## config.mk

```make
export PLATFORM = sky130hd
export DESIGN_NAME = command_retry_scheduler
export DESIGN_NICKNAME = d
export VERILOG_FILES = /design/src/rtl/crs_pkg.sv /design/src/rtl/command_retry_scheduler.sv
export SDC_FILE = /design/constraint.sdc
export NUM_CORES = 1
export LEC_CHECK = 0
export ABC_AREA = 1
export BUFFER_PORTS_ARGS = -buffer_cell sky130_fd_sc_hd__buf_4
export CAP_MARGIN = 20
export CORE_UTILIZATION = 60
export DETAILED_ROUTE_END_ITERATION = 7
export PLACE_DENSITY_LB_ADDON = 0.08
export REMOVE_ABC_BUFFERS = 1
export SYNTH_ARGS = -nofsm -noshare
export SYNTH_HDL_FRONTEND = slang
export SYNTH_SLANG_ARGS = --single-unit
```

## constraint.sdc

```tcl
create_clock -name clock -period 9.1 [get_ports clock]
set_input_delay 1.82 -clock clock [delete_from_list [all_inputs] [get_ports clock]]
set_output_delay 1.82 -clock clock [all_outputs]
set_load 0.02 [all_outputs]
```

## src/rtl/crs_pkg.sv

```systemverilog
// ----------------------------------------------------------------------------
// crs_pkg
// Shared constants and helpers for the command retry scheduler.
// ----------------------------------------------------------------------------
package crs_pkg;

   localparam int SLOTS_DEF = 4;

   // input modes
   localparam logic [1:0] MODE_CMD   = 2'd0;
   localparam logic [1:0] MODE_DATA  = 2'd1;
   localparam logic [1:0] MODE_TICK  = 2'd2;
   localparam logic [1:0] MODE_REPLY = 2'd3;

   // result events
   localparam logic [2:0] EV_ACCEPT   = 3'd0;
   localparam logic [2:0] EV_REJECT   = 3'd1;
   localparam logic [2:0] EV_SEND_CMD = 3'd2;
   localparam logic [2:0] EV_SEND_DAT = 3'd3;
   localparam logic [2:0] EV_FINISH   = 3'd4;

   // finish outcomes
   localparam logic [1:0] OUT_OK    = 2'd0;
   localparam logic [1:0] OUT_ERROR = 2'd1;
   localparam logic [1:0] OUT_OVER  = 2'd2;

   // reply codes
   localparam logic [2:0] RC_OK        = 3'd0;
   localparam logic [2:0] RC_ERROR     = 3'd1;
   localparam logic [2:0] RC_FAIL      = 3'd2;
   localparam logic [2:0] RC_BUSY      = 3'd3;
   localparam logic [2:0] RC_PROMPT    = 3'd4;
   localparam logic [2:0] RC_SEND_OK   = 3'd5;
   localparam logic [2:0] RC_SEND_FAIL = 3'd6;
   localparam logic [2:0] RC_NONE      = 3'd7;

   // config register indexes
   localparam logic CSR_DATA_ATTEMPTS = 1'b0;
   localparam logic CSR_DATA_TIMEOUT  = 1'b1;

   localparam logic [7:0]  DATA_ATTEMPTS_RST = 8'd3;
   localparam logic [12:0] DATA_TIMEOUT_RST  = 13'd500;

   // fixed part of the data send command line
   localparam logic [16:0] SEND_CMD_BASE = 17'd14;

   // x / 10 as (x * 52429) >> 19, exact for 16-bit x
   localparam logic [15:0] DIV10_MUL = 16'd52429;

   function automatic logic [2:0] digits16(input logic [15:0] v);
      logic [2:0] d;
      if (v >= 16'd10000) d = 3'd5;
      else if (v >= 16'd1000) d = 3'd4;
      else if (v >= 16'd100) d = 3'd3;
      else if (v >= 16'd10) d = 3'd2;
      else d = 3'd1;
      return d;
   endfunction

   function automatic logic [16:0] cmd_len(input logic is_data, input logic [7:0] link,
                                           input logic [15:0] len);
      logic [16:0] r;
      if (is_data)
         r = SEND_CMD_BASE + {14'd0, digits16({8'd0, link})} + {14'd0, digits16(len)};
      else
         r = {1'b0, len};
      return r;
   endfunction

endpackage

```

## src/rtl/command_retry_scheduler.sv

```systemverilog
// ----------------------------------------------------------------------------
// command_retry_scheduler
// Slot pool with free, ready and wait queues for half-duplex command traffic.
// ----------------------------------------------------------------------------
// Usage: raise start with req_mode and the item fields while busy is low; the
// item is taken at that edge and busy stays high until its last result is
// staged; that result reaches the ports once busy is low. Results appear on the
// rsp_ ports for one cycle each, marked by rsp_strobe; rsp_last flags the
// final result of an item. The receiver cannot stall, so results are never
// held. Config registers are written through csr_we / csr_index / csr_wdata
// while the block is idle; the user must keep to that, as it is not enforced.
// Timing: an enqueue or a reply passes through its own state, then flush. A
// tick sequencer visits one queue position per cycle through a shared
// timer-compare unit, save an extra state after a send that also finishes;
// it scans the wait queue, then the ready queue if no slot is left waiting.
// Results wait in a pending register, as the last flag is only known when
// the next result or the end of the item shows up.
// Reset: ready and wait queues empty, all slots free in order, config
// registers at their defaults. No clearing pass is needed.
// ----------------------------------------------------------------------------
module command_retry_scheduler #(
   parameter int SLOTS = crs_pkg::SLOTS_DEF,
   localparam int SW = (SLOTS > 1) ? $clog2(SLOTS) : 1,
   localparam int CW = $clog2(SLOTS + 1)
) (
   input  logic          clock,
   input  logic          reset,
   input  logic          start,
   output logic          busy,
   input  logic [1:0]    req_mode,
   input  logic [15:0]   req_tag,
   input  logic [15:0]   req_length,
   input  logic [7:0]    req_link,
   input  logic [2:0]    req_expect_code,
   input  logic [2:0]    req_fail_code,
   input  logic [7:0]    req_attempts,
   input  logic [15:0]   req_reply_wait_ms,
   input  logic [2:0]    req_reply_code,
   input  logic [15:0]   req_uart_space,
   output logic          rsp_strobe,
   output logic [2:0]    rsp_event_res,
   output logic [SW-1:0] rsp_slot,
   output logic [15:0]   rsp_tag_out,
   output logic [15:0]   rsp_length_out,
   output logic [7:0]    rsp_link_out,
   output logic [1:0]    rsp_outcome,
   output logic          rsp_last,
   input  logic          csr_we,
   input  logic          csr_index,
   input  logic [12:0]   csr_wdata
);

   localparam logic [2:0] ST_IDLE  = 3'd0;
   localparam logic [2:0] ST_ENQ   = 3'd1;
   localparam logic [2:0] ST_REPLY = 3'd2;
   localparam logic [2:0] ST_TICK  = 3'd3;
   localparam logic [2:0] ST_WSCAN = 3'd4;
   localparam logic [2:0] ST_RSCAN = 3'd5;
   localparam logic [2:0] ST_RFIN  = 3'd6;
   localparam logic [2:0] ST_FLUSH = 3'd7;

   // config
   logic [7:0]  data_att_ff;
   logic [12:0] data_tmo_ff;

   // sequencer
   logic [2:0]    state_ff, state_in;
   logic [CW-1:0] idx_ff, idx_in;
   logic [SW-1:0] cur_ff, cur_in;

   // latched item
   logic [1:0]  mode_ff;
   logic [15:0] tag_ff, len_ff, space_ff;
   logic [7:0]  link_ff, att_ff;
   logic [2:0]  exp_ff, fail_ff, reply_ff;
   logic [12:0] tmo_ff;
   logic [31:0] div_prod;
   logic [12:0] div_q;

   // queues
   logic [SW-1:0] rq_ff [SLOTS], rq_in [SLOTS];
   logic [SW-1:0] wq_ff [SLOTS], wq_in [SLOTS];
   logic [SW-1:0] fq_ff [SLOTS], fq_in [SLOTS];
   logic [CW-1:0] rc_ff, rc_in, wc_ff, wc_in, fc_ff, fc_in;

   // slot entries
   logic [15:0] e_tag_ff [SLOTS], e_tag_in [SLOTS];
   logic [15:0] e_len_ff [SLOTS], e_len_in [SLOTS];
   logic [7:0]  e_link_ff [SLOTS], e_link_in [SLOTS];
   logic [2:0]  e_exp_ff [SLOTS], e_exp_in [SLOTS];
   logic [2:0]  e_fail_ff [SLOTS], e_fail_in [SLOTS];
   logic [7:0]  e_att_ff [SLOTS], e_att_in [SLOTS];
   logic [12:0] e_tmo_ff [SLOTS], e_tmo_in [SLOTS];
   logic [12:0] e_tmr_ff [SLOTS], e_tmr_in [SLOTS];
   logic        e_dat_ff [SLOTS], e_dat_in [SLOTS];
   logic        e_stg_ff [SLOTS], e_stg_in [SLOTS];

   // pending result, held until the next one tells whether it was last
   logic          pv_ff, pv_in;
   logic [2:0]    pev_ff, pev_in;
   logic [SW-1:0] pslot_ff, pslot_in;
   logic [15:0]   ptag_ff, ptag_in, plen_ff, plen_in;
   logic [7:0]    plink_ff, plink_in;
   logic [1:0]    pout_ff, pout_in;

   logic          rv_ff, rv_in, rlast_ff, rlast_in;
   logic [2:0]    rev_ff, rev_in;
   logic [SW-1:0] rslot_ff, rslot_in;
   logic [15:0]   rtag_ff, rtag_in, rlen_ff, rlen_in;
   logic [7:0]    rlink_ff, rlink_in;
   logic [1:0]    rout_ff, rout_in;

   // shared unit operands
   logic [SW-1:0] s;
   logic [13:0]   tnext;
   logic          tover;
   logic [16:0]   clen;
   logic          accept;

   assign accept   = start && (state_ff == ST_IDLE);
   assign busy     = (state_ff != ST_IDLE);
   assign div_prod = {16'd0, req_reply_wait_ms} * {16'd0, crs_pkg::DIV10_MUL};
   assign div_q    = div_prod[31:19];

   always_comb begin
      logic          ev_v;
      logic [2:0]    ev_e;
      logic [SW-1:0] ev_s;
      logic [15:0]   ev_t, ev_l;
      logic [7:0]    ev_k;
      logic [1:0]    ev_o;
      logic          rm_w, rm_r, rm_f, push_r, push_w, push_f;
      logic [CW-1:0] rm_pos;

      state_in = state_ff;
      idx_in   = idx_ff;
      cur_in   = cur_ff;
      rq_in = rq_ff; wq_in = wq_ff; fq_in = fq_ff;
      rc_in = rc_ff; wc_in = wc_ff; fc_in = fc_ff;
      e_tag_in = e_tag_ff; e_len_in = e_len_ff; e_link_in = e_link_ff;
      e_exp_in = e_exp_ff; e_fail_in = e_fail_ff; e_att_in = e_att_ff;
      e_tmo_in = e_tmo_ff; e_tmr_in = e_tmr_ff; e_dat_in = e_dat_ff;
      e_stg_in = e_stg_ff;
      ev_v = 1'b0; ev_e = crs_pkg::EV_ACCEPT; ev_s = '0; ev_t = '0; ev_l = '0;
      ev_k = '0; ev_o = crs_pkg::OUT_OK;
      rm_w = 1'b0; rm_r = 1'b0; rm_f = 1'b0;
      push_r = 1'b0; push_w = 1'b0; push_f = 1'b0;
      rm_pos = '0;

      s = cur_ff;
      case (state_ff)
         ST_ENQ:   s = fq_ff[0];
         ST_REPLY: s = wq_ff[0];
         ST_WSCAN: s = wq_ff[idx_ff[SW-1:0]];
         ST_RSCAN: s = rq_ff[idx_ff[SW-1:0]];
         default:  s = cur_ff;
      endcase
      tnext = {1'b0, e_tmr_ff[s]} + 14'd1;
      tover = tnext > {1'b0, e_tmo_ff[s]};
      clen  = crs_pkg::cmd_len(e_dat_ff[s], e_link_ff[s], e_len_ff[s]);

      case (state_ff)
         ST_IDLE: begin
            if (accept) begin
               case (req_mode)
                  crs_pkg::MODE_CMD, crs_pkg::MODE_DATA: state_in = ST_ENQ;
                  crs_pkg::MODE_TICK: state_in = ST_TICK;
                  default: state_in = ST_REPLY;
               endcase
            end
         end
         ST_ENQ: begin
            ev_v = 1'b1;
            ev_t = tag_ff;
            state_in = ST_FLUSH;
            if (len_ff == 16'd0 || fc_ff == '0) begin
               ev_e = crs_pkg::EV_REJECT;
            end else begin
               ev_s = s;
               rm_f = 1'b1;
               push_r = 1'b1;
               cur_in = s;
               e_tag_in[s] = tag_ff;
               e_len_in[s] = len_ff;
               e_stg_in[s] = 1'b0;
               if (mode_ff == crs_pkg::MODE_DATA) begin
                  e_link_in[s] = link_ff;
                  e_exp_in[s]  = crs_pkg::RC_PROMPT;
                  e_fail_in[s] = crs_pkg::RC_ERROR;
                  e_att_in[s]  = data_att_ff;
                  e_tmo_in[s]  = data_tmo_ff;
                  e_tmr_in[s]  = data_tmo_ff;
                  e_dat_in[s]  = 1'b1;
               end else begin
                  e_link_in[s] = '0;
                  e_exp_in[s]  = exp_ff;
                  e_fail_in[s] = fail_ff;
                  e_att_in[s]  = att_ff;
                  e_tmo_in[s]  = tmo_ff;
                  e_tmr_in[s]  = tmo_ff;
                  e_dat_in[s]  = 1'b0;
               end
            end
         end
         ST_REPLY: begin
            state_in = ST_FLUSH;
            if (wc_ff != '0) begin
               if (reply_ff == crs_pkg::RC_ERROR || reply_ff == crs_pkg::RC_FAIL ||
                   reply_ff == crs_pkg::RC_BUSY ||
                   (e_fail_ff[s] != crs_pkg::RC_NONE && reply_ff == e_fail_ff[s])) begin
                  rm_w = 1'b1; push_f = 1'b1;
                  ev_v = 1'b1; ev_e = crs_pkg::EV_FINISH; ev_s = s; ev_t = e_tag_ff[s];
                  ev_o = crs_pkg::OUT_ERROR;
               end else if (e_exp_ff[s] != crs_pkg::RC_NONE && reply_ff == e_exp_ff[s]) begin
                  if (e_dat_ff[s] && !e_stg_ff[s]) begin
                     ev_v = 1'b1; ev_e = crs_pkg::EV_SEND_DAT; ev_s = s;
                     ev_t = e_tag_ff[s]; ev_l = e_len_ff[s]; ev_k = e_link_ff[s];
                     e_stg_in[s]  = 1'b1;
                     e_exp_in[s]  = crs_pkg::RC_SEND_OK;
                     e_fail_in[s] = crs_pkg::RC_SEND_FAIL;
                     e_tmr_in[s]  = '0;
                  end else begin
                     rm_w = 1'b1; push_f = 1'b1;
                     ev_v = 1'b1; ev_e = crs_pkg::EV_FINISH; ev_s = s; ev_t = e_tag_ff[s];
                     ev_o = crs_pkg::OUT_OK;
                  end
               end
            end
         end
         ST_TICK: begin
            idx_in = '0;
            state_in = (wc_ff == '0 && rc_ff == '0) ? ST_FLUSH : ST_WSCAN;
         end
         ST_WSCAN: begin
            if (idx_ff < wc_ff) begin
               if (tover) begin
                  e_tmr_in[s] = '0;
                  rm_w = 1'b1; rm_pos = idx_ff;
                  e_att_in[s] = e_att_ff[s] - 8'd1;
                  if (e_att_ff[s] == 8'd1) begin
                     push_f = 1'b1;
                     ev_v = 1'b1; ev_e = crs_pkg::EV_FINISH; ev_s = s; ev_t = e_tag_ff[s];
                     ev_o = crs_pkg::OUT_OVER;
                  end else begin
                     if (e_dat_ff[s] && e_stg_ff[s]) begin
                        e_stg_in[s]  = 1'b0;
                        e_exp_in[s]  = crs_pkg::RC_PROMPT;
                        e_fail_in[s] = crs_pkg::RC_ERROR;
                     end
                     push_r = 1'b1;
                  end
               end else begin
                  e_tmr_in[s] = tnext[12:0];
                  idx_in = idx_ff + CW'(1);
               end
            end else begin
               idx_in = '0;
               state_in = (wc_ff != '0) ? ST_FLUSH : ST_RSCAN;
            end
         end
         ST_RSCAN: begin
            if (idx_ff < rc_ff) begin
               if (tover) begin
                  e_tmr_in[s] = '0;
                  if (clen > {1'b0, space_ff}) begin
                     idx_in = idx_ff + CW'(1);
                  end else begin
                     rm_r = 1'b1; rm_pos = idx_ff;
                     cur_in = s;
                     ev_v = 1'b1; ev_e = crs_pkg::EV_SEND_CMD; ev_s = s;
                     ev_t = e_tag_ff[s]; ev_l = clen[15:0];
                     ev_k = e_dat_ff[s] ? e_link_ff[s] : 8'd0;
                     if (e_att_ff[s] != 8'd0) begin
                        push_w = 1'b1;
                        state_in = ST_FLUSH;
                     end else begin
                        state_in = ST_RFIN;
                     end
                  end
               end else begin
                  e_tmr_in[s] = tnext[12:0];
                  idx_in = idx_ff + CW'(1);
               end
            end else begin
               state_in = ST_FLUSH;
            end
         end
         ST_RFIN: begin
            push_f = 1'b1;
            ev_v = 1'b1; ev_e = crs_pkg::EV_FINISH; ev_s = cur_ff; ev_t = e_tag_ff[cur_ff];
            ev_o = crs_pkg::OUT_OK;
            state_in = ST_RSCAN;
         end
         ST_FLUSH: state_in = ST_IDLE;
         default: state_in = ST_IDLE;
      endcase

      // queue removals shift the tail down one place
      for (int k = 0; k < SLOTS - 1; k++) begin
         if (rm_w && CW'(k) >= rm_pos) wq_in[k] = wq_ff[k + 1];
         if (rm_r && CW'(k) >= rm_pos) rq_in[k] = rq_ff[k + 1];
         if (rm_f) fq_in[k] = fq_ff[k + 1];
      end
      if (rm_w) wc_in = wc_ff - CW'(1);
      if (rm_r) rc_in = rc_ff - CW'(1);
      if (rm_f) fc_in = fc_ff - CW'(1);
      if (push_r) begin
         rq_in[rc_ff[SW-1:0]] = s;
         rc_in = rc_ff + CW'(1);
      end
      if (push_w) begin
         wq_in[wc_ff[SW-1:0]] = s;
         wc_in = wc_ff + CW'(1);
      end
      if (push_f) begin
         fq_in[fc_ff[SW-1:0]] = ev_s;
         fc_in = fc_ff + CW'(1);
      end

      // result staging
      pv_in = pv_ff; pev_in = pev_ff; pslot_in = pslot_ff; ptag_in = ptag_ff;
      plen_in = plen_ff; plink_in = plink_ff; pout_in = pout_ff;
      rv_in = 1'b0; rlast_in = 1'b0; rev_in = pev_ff; rslot_in = pslot_ff;
      rtag_in = ptag_ff; rlen_in = plen_ff; rlink_in = plink_ff; rout_in = pout_ff;
      if (ev_v) begin
         rv_in = pv_ff;
         pv_in = 1'b1; pev_in = ev_e; pslot_in = ev_s; ptag_in = ev_t;
         plen_in = ev_l; plink_in = ev_k; pout_in = ev_o;
      end else if (state_ff == ST_FLUSH) begin
         rv_in = pv_ff;
         rlast_in = 1'b1;
         pv_in = 1'b0;
      end
   end

   always_ff @(posedge clock) begin
      if (reset) begin
         state_ff <= ST_IDLE;
         idx_ff   <= '0;
         cur_ff   <= '0;
         rc_ff    <= '0;
         wc_ff    <= '0;
         fc_ff    <= CW'(SLOTS);
         for (int k = 0; k < SLOTS; k++) begin
            fq_ff[k] <= SW'(k);
            rq_ff[k] <= '0;
            wq_ff[k] <= '0;
         end
         pv_ff       <= 1'b0;
         rv_ff       <= 1'b0;
         data_att_ff <= crs_pkg::DATA_ATTEMPTS_RST;
         data_tmo_ff <= crs_pkg::DATA_TIMEOUT_RST;
      end else begin
         state_ff <= state_in;
         idx_ff   <= idx_in;
         cur_ff   <= cur_in;
         rc_ff    <= rc_in;
         wc_ff    <= wc_in;
         fc_ff    <= fc_in;
         rq_ff    <= rq_in;
         wq_ff    <= wq_in;
         fq_ff    <= fq_in;
         pv_ff    <= pv_in;
         rv_ff    <= rv_in;
         if (csr_we) begin
            case (csr_index)
               crs_pkg::CSR_DATA_ATTEMPTS: data_att_ff <= csr_wdata[7:0];
               crs_pkg::CSR_DATA_TIMEOUT:  data_tmo_ff <= csr_wdata;
               default: ;
            endcase
         end
      end
   end

   always_ff @(posedge clock) begin
      if (accept) begin
         mode_ff  <= req_mode;
         tag_ff   <= req_tag;
         len_ff   <= req_length;
         link_ff  <= req_link;
         exp_ff   <= req_expect_code;
         fail_ff  <= req_fail_code;
         att_ff   <= req_attempts;
         tmo_ff   <= (div_q == 13'd0) ? 13'd1 : div_q;
         reply_ff <= req_reply_code;
         space_ff <= req_uart_space;
      end
      e_tag_ff  <= e_tag_in;
      e_len_ff  <= e_len_in;
      e_link_ff <= e_link_in;
      e_exp_ff  <= e_exp_in;
      e_fail_ff <= e_fail_in;
      e_att_ff  <= e_att_in;
      e_tmo_ff  <= e_tmo_in;
      e_tmr_ff  <= e_tmr_in;
      e_dat_ff  <= e_dat_in;
      e_stg_ff  <= e_stg_in;
      pev_ff    <= pev_in;
      pslot_ff  <= pslot_in;
      ptag_ff   <= ptag_in;
      plen_ff   <= plen_in;
      plink_ff  <= plink_in;
      pout_ff   <= pout_in;
      rlast_ff  <= rlast_in;
      rev_ff    <= rev_in;
      rslot_ff  <= rslot_in;
      rtag_ff   <= rtag_in;
      rlen_ff   <= rlen_in;
      rlink_ff  <= rlink_in;
      rout_ff   <= rout_in;
   end

   assign rsp_strobe     = rv_ff;
   assign rsp_event_res  = rev_ff;
   assign rsp_slot       = rslot_ff;
   assign rsp_tag_out    = rtag_ff;
   assign rsp_length_out = rlen_ff;
   assign rsp_link_out   = rlink_ff;
   assign rsp_outcome    = rout_ff;
   assign rsp_last       = rlast_ff;

endmodule
```

==> flow_metrics.tcl, run 1 <==
set metrics [dict create \
    status "completed" \
    num_vias 23900 \
    cp.required_ns 9.44 \
    ctsHoldBuffers 0 \
    syn_area_per_cell_sq_um 9.75 \
    grt_util_all_layers_pct 32.3 \
    crit_fanout 38 \
    cts_buffers 58 \
    hold_start "ptag_ff[7]" \
    drt-initial-drc-count 2735 \
    hold_ws_ns 0.339 \
    slew_headroom_pct 22.6 \
    wl_per_cell_um 21.0 \
    antenna_left 0 \
    cts_sinks 575 \
    initial_utilization_pct 61.1 \
    drive_gt1_share_pct 10.5 \
    syn_area_sq_um 30800 \
    drtPass1Iterations 8 \
    wl_met3_mm 7.07 \
    post_cts_buffers 0 \
    drc 0 \
    netlist_instances 3158 \
    whs_endpoint "rsp_tag_out[7]" \
    cpPeakStageDelay_ns 0.55 \
    final-setup-viol-count 0 \
    gp_congestion 0.974 \
    syn_to_final_growth_pct 12.6 \
    dp_cells 3914 \
    clock.fmax_mhz 124 \
    clk_latency_ns 0.66 \
    viasPerCell 5.93 \
    pin_count 159 \
    dp_hpwl_mm 60.2 \
    tns_ns 0 \
    cp-end-kind "flip-flop" \
    core.rowCount 82 \
    path_class "flip-flop to flip-flop" \
    crit-reg2reg-launch "state_ff[0]" \
    cts-root-buf "clkbuf_16" \
    cts_tree "done" \
    ys_ff_latch 575 \
    synth_edf_count 463 \
    slowest_stage "dfxtp_1" \
    dieArea_sq_um 52200 \
    wl_met2_mm 40.7 \
    hold_violations 0 \
    period_needed_ns 8.05 \
    grt_pass1_vias 23800 \
    top_layer "met5" \
    reg2reg_depth 38 \
    dieHeight_um 228 \
    layout_common_cells "nand2_1 (546), edfxtp_1 (463), inv_1 (423)" \
    clkTransAtPathRegs_ns 0.06 \
    coreArea_sq_um 50400 \
    grt_pass1_wl_mm 131 \
    final_cells 4025 \
    cp_common_cell "inv_2" \
    clockBufferDepth 3 \
    final_nets 3671 \
    finalClockSkew_ns 0.0754 \
    synth_area_leaders "edfxtp_1 (45%), dfxtp_1 (7.3%), ha_1 (7.1%)" \
    antenna_found_initial 3 \
    layout_commonest_cell "nand2_1" \
    crit_arrival_ns 8.39 \
    ys_seq_area_share_pct 52.5 \
    drt-met1-wl_mm 33.5 \
    ys_warn_count 0 \
    die_width_um 228 \
    rsz0062_at_grt "no" \
    netlist.top_cell.by_area "edfxtp_1" \
    cts_resized 0 \
    maxSlewViolCount 0 \
    synth_top_area_share_pct 45.2 \
    drv_cap 0 \
    nFillCells 3911 \
    synth_ff_type "edfxtp_1" \
    r2r_end "ptag_ff[7]" \
    htreeDepth 2 \
    routed_wl_mm 84.5 \
    async_flop_share_pct 0 \
    finalCritPeriodShare_pct 88.4 \
    grt_max_degree 67 \
    worst_slew_pin_slew_ns 1.16 \
    hp-class "flip-flop to flip-flop" \
    reg2reg_slack_ns 1.05 \
    crit_path_start_kind "flip-flop" \
    io_buffers 158 \
    fin_util_pct 68.8 \
    grt_overflow_total 0 \
    synthDistinctLibCells 57 \
    whs_path_depth 0 \
]
[cells in the mapped netlist, types with 6 or more instances]
| cell type | instances |
|---|---|
| xor2_1 | 21 |
| o221ai_1 | 30 |
| nand3_1 | 158 |
| nor4_1 | 6 |
| dfxtp_1 | 112 |
| nand2_1 | 547 |
| a22oi_1 | 58 |
| nand2_2 | 6 |
| fa_1 | 85 |
| o21ai_0 | 211 |
| o21ai_1 | 21 |
| o21a_1 | 6 |
| a21oi_1 | 162 |
| ha_1 | 174 |
| buf_1 | 21 |
| inv_1 | 424 |
| nand4_1 | 23 |
| buf_2 | 11 |
| mux2i_1 | 13 |
| o211ai_1 | 26 |
| a2bb2oi_1 | 16 |
| nor3_1 | 26 |
| nor2_2 | 10 |
| inv_2 | 16 |
| buf_4 | 9 |
| nor2_1 | 344 |
| o22ai_1 | 18 |
| nand3b_1 | 7 |
| edfxtp_1 | 463 |
| clkbuf_1 | 70 |
| xnor2_1 | 7 |
[worst max-delay path by stage]
stage	start	to	slack, ns	cells past startpoint
after detailed placement	state_ff[1]	plen_ff[8]	1.29	38
after floorplan	state_ff[0]	pev_ff[0]	-0.77	36
after CTS	state_ff[1]	ptag_ff[11]	1.27	38
final	state_ff[0]	ptag_ff[7]	1.05	38
after global placement	req_reply_wait_ms[2]	tmo_ff[0]	1.61	26
after global routing	state_ff[0]	ptag_ff[7]	0.56	39
[registers in the layout, indices dropped and copies added (netlist names), 12 cells and up, named ones only]
signal	count
e_att_ff	32
e_tmr_ff	52
e_fail_ff	12
e_len_ff	64
plen_ff	16
space_ff	16
e_tmo_ff	52
data_tmo_ff	13
ptag_ff	16
len_ff	16
tag_ff	16
tmo_ff	13
e_link_ff	32
e_exp_ff	12
e_tag_ff	64
rsp_length_out	16
rsp_tag_out	16
[cell families after synthesis]
group / count (synthesis) / synth area share, %
AO/OA/AOI/OAI: 576 / 11.0
AND/OR/NAND/NOR: 1150 / 15.7
adder cells (fa/ha/maj): 259 / 12.6
buffers and inverters: 557 / 7.02
flip-flops: 575 / 52.5
XOR/XNOR: 28 / 0.797
multiplexers: 13 / 0.423
[metal layers]
| metal | up-vias | GRT usage, % |
|---|---|---|
| li1 | 11000 | - |
| met1 | 11400 | 42.3 |
| met2 | 1180 | 54.3 |
| met3 | 239 | 4.79 |
| met4 | 4 | 12.4 |
| met5 | - | 0 |
[stage by stage]
step                instance area, sq um  setup slack (ns)
global route                       34600             0.556
floorplan                          30300            -0.770
detailed placement                 32700              1.29
CTS                                34600              1.27
global placement                   32700              1.61
finish                             34600              1.05
[area by class of cell]
type / instances / area (sq um) / share of cell area, %
Clock inverter: 23 / 289 / 0.834
Timing Repair Buffer: 199 / 1530 / 4.41
Tap cell: 672 / 841 / 2.43
Sequential cell: 575 / 16100 / 46.6
Multi-Input combinational cell: 2026 / 12500 / 36.2
Antenna cell: 1 / 2.50 / 0.00722
Inverter: 443 / 1660 / 4.80
Clock buffer: 86 / 1650 / 4.75
[critical path: cells and delay by family, from the launching register on]
kind | cells | cell delay, ns
DFF | 1 | 0.55
adders and majority gates | 4 | 1.11
and+or+nand+nor | 18 | 2.43
AOI/OAI and AO/OA | 8 | 1.53
buffers and inverters | 8 | 2.11
Power of run 1 is not shown: default switching activity piles up to over one toggle a cycle in this logic, so the estimate is an artifact.
==> inputs of run 2 (changes only) <==
--- a/config.mk
+++ b/config.mk
@@ -9,6 +9,7 @@
 export BUFFER_PORTS_ARGS = -buffer_cell sky130_fd_sc_hd__buf_4
 export CAP_MARGIN = 20
 export CORE_UTILIZATION = 60
+export CTS_BUF_LIST = sky130_fd_sc_hd__clkbuf_8
 export DETAILED_ROUTE_END_ITERATION = 7
 export PLACE_DENSITY_LB_ADDON = 0.08
 export REMOVE_ABC_BUFFERS = 1
==> run 2 against run 1 <==
Die area unchanged. Sequential share of layout area hardly changed. Final area hardly changed. Maximum frequency rose by 0.50%. Critical endpoint is now ptag_ff[4]. Largest cell class unchanged.
==> flow_metrics.tcl, run 2 (synthesis gave the netlist of run 1 again) <==
set metrics [dict create \
    status "completed" \
    htreeDepth 3 \
    io_buffers 158 \
    final-setup-viol-count 0 \
    dieArea_sq_um 52200 \
    drc 0 \
    ff_latch_area_sq_um 16100 \
    cp.required_ns 9.47 \
    grt_pass1_wl_mm 132 \
    coreArea_sq_um 50400 \
    reg2reg_depth 38 \
    slowest_stage "dfxtp_1" \
    postLayoutCellArea_sq_um 34700 \
    grt_overflow_total 0 \
    worst_slew_pin_slew_ns 1.03 \
    layout_common_cells "nand2_1 (546), inv_1 (469), edfxtp_1 (463)" \
    antenna_left 0 \
    cts_buffers 95 \
    finalCritPeriodShare_pct 88.0 \
    post_cts_buffers 0 \
    period_needed_ns 8.01 \
    core.rowCount 82 \
    pin_count 159 \
    grt_max_degree 67 \
    hold_violations 0 \
    cts_resized 0 \
    maxSlewViolCount 0 \
    hp-class "flip-flop to flip-flop" \
    viasPerCell 5.86 \
    initial_utilization_pct 61.1 \
    hold_start "ptag_ff[13]" \
    crit_path_start_kind "flip-flop" \
    clk_latency_ns 0.71 \
    clockBufferDepth 3 \
    final_nets 3709 \
    drive_gt1_share_pct 11.4 \
    num_vias 24000 \
    drt-initial-drc-count 2508 \
    grt_pass1_vias 24100 \
    hold_ws_ns 0.338 \
    whs_endpoint "rsp_tag_out[13]" \
    cts_sinks 575 \
    place_area_sq_um 32700 \
    layout_commonest_cell "nand2_1" \
    cp-end-kind "flip-flop" \
    grt_util_all_layers_pct 32.5 \
    crit_arrival_ns 8.38 \
    finalClockSkew_ns 0.0434 \
    slew_headroom_pct 31.1 \
    path_class "flip-flop to flip-flop" \
    whs_path_depth 0 \
    dieHeight_um 228 \
    reg.largest.list "e_len_ff (64), e_tag_ff (64)" \
    dp_hpwl_mm 60.2 \
    clkTransAtPathRegs_ns 0.06 \
    crit-reg2reg-launch "state_ff[1]" \
    wl_per_cell_um 20.7 \
    r2r_end "ptag_ff[4]" \
    gp_congestion 0.974 \
    crit_fanout 38 \
    cp_common_cell "inv_2" \
    cpPeakStageDelay_ns 0.48 \
    fin_util_pct 68.8 \
    rsz0062_at_grt "no" \
    nFillCells 3928 \
    drtPass1Iterations 7 \
    multi_input_area_sq_um 12500 \
    routed_wl_mm 84.8 \
    syn_to_final_growth_pct 12.7 \
    clock.fmax_mhz 125 \
    ctsHoldBuffers 0 \
    cts-root-buf "clkbuf_8" \
    antenna_found_initial 3 \
    cts_tree "done" \
    reg2reg_slack_ns 1.09 \
    drv_cap 0 \
    die_width_um 228 \
]
[run 2: cell count changes in the layout (fill, tap and decap cells not counted)]
cell       before  now
clkinv_4        2    0
clkbuf_16      58    0
clkinv_8        0    3
clkinv_2       12    8
inv_12          0    3
clkinv_16       2    0
clkinv_1        4    9
clkbuf_1       19    0
buf_8           0    1
clkbuf_8        9  107
inv_1         423  469
[run 2: worst max path at each step]
stage                               from          end  slack [ns]  depth (start not counted)
finish                       state_ff[1]   ptag_ff[4]        1.09                         38
global route                 state_ff[0]  ptag_ff[13]        0.51                         39
CTS                          state_ff[1]  ptag_ff[13]        1.22                         38
detailed placement           state_ff[1]   plen_ff[8]        1.29                         38
global placement    req_reply_wait_ms[2]    tmo_ff[0]        1.61                         26
floorplan                    state_ff[0]    pev_ff[0]       -0.77                         36
[run 2: area by class of cell]
cell class              instances  area share [%]
diodes                          1         0.00722
repair buffers                200            4.44
flip-flops and latches        575            46.6
inverters                     443            4.79
multi-input cells            2026            36.1
clock buffers                 107            4.25
well taps                     672            2.42
clock inverters                72            1.39
[run 2: layer usage]
metal	GRT usage, %	vias up	part of all wire (%)
li1	-	11100	-
met1	42.1	11500	40
met2	54.5	1176	48
met3	5.43	230	7.7
met4	13.4	4	3.9
met5	0	-	0.034
[run 2: per-stage QoR]
stage | setup WS [ns] | std cells | TNS, ns
3_3_place_gp | 1.61 | 3914 | 0
3_5_place_dp | 1.29 | 3914 | 0
6_report | 1.09 | 4096 | 0
2_1_floorplan | -0.770 | 3044 | -44.18
4_1_cts | 1.22 | 4093 | 0
5_1_grt | 0.507 | 4096 | 0
[run 2: critical path: cells and delay by family, from the launching register on]
family	cells	cell delay, ns
adders and majority gates	4	1.10
and+or+nand+nor	18	2.50
DFF	1	0.48
AOI/OAI and AO/OA	8	1.50
buffers and inverters	8	2.05
Power of run 2 is left out for the same reason.
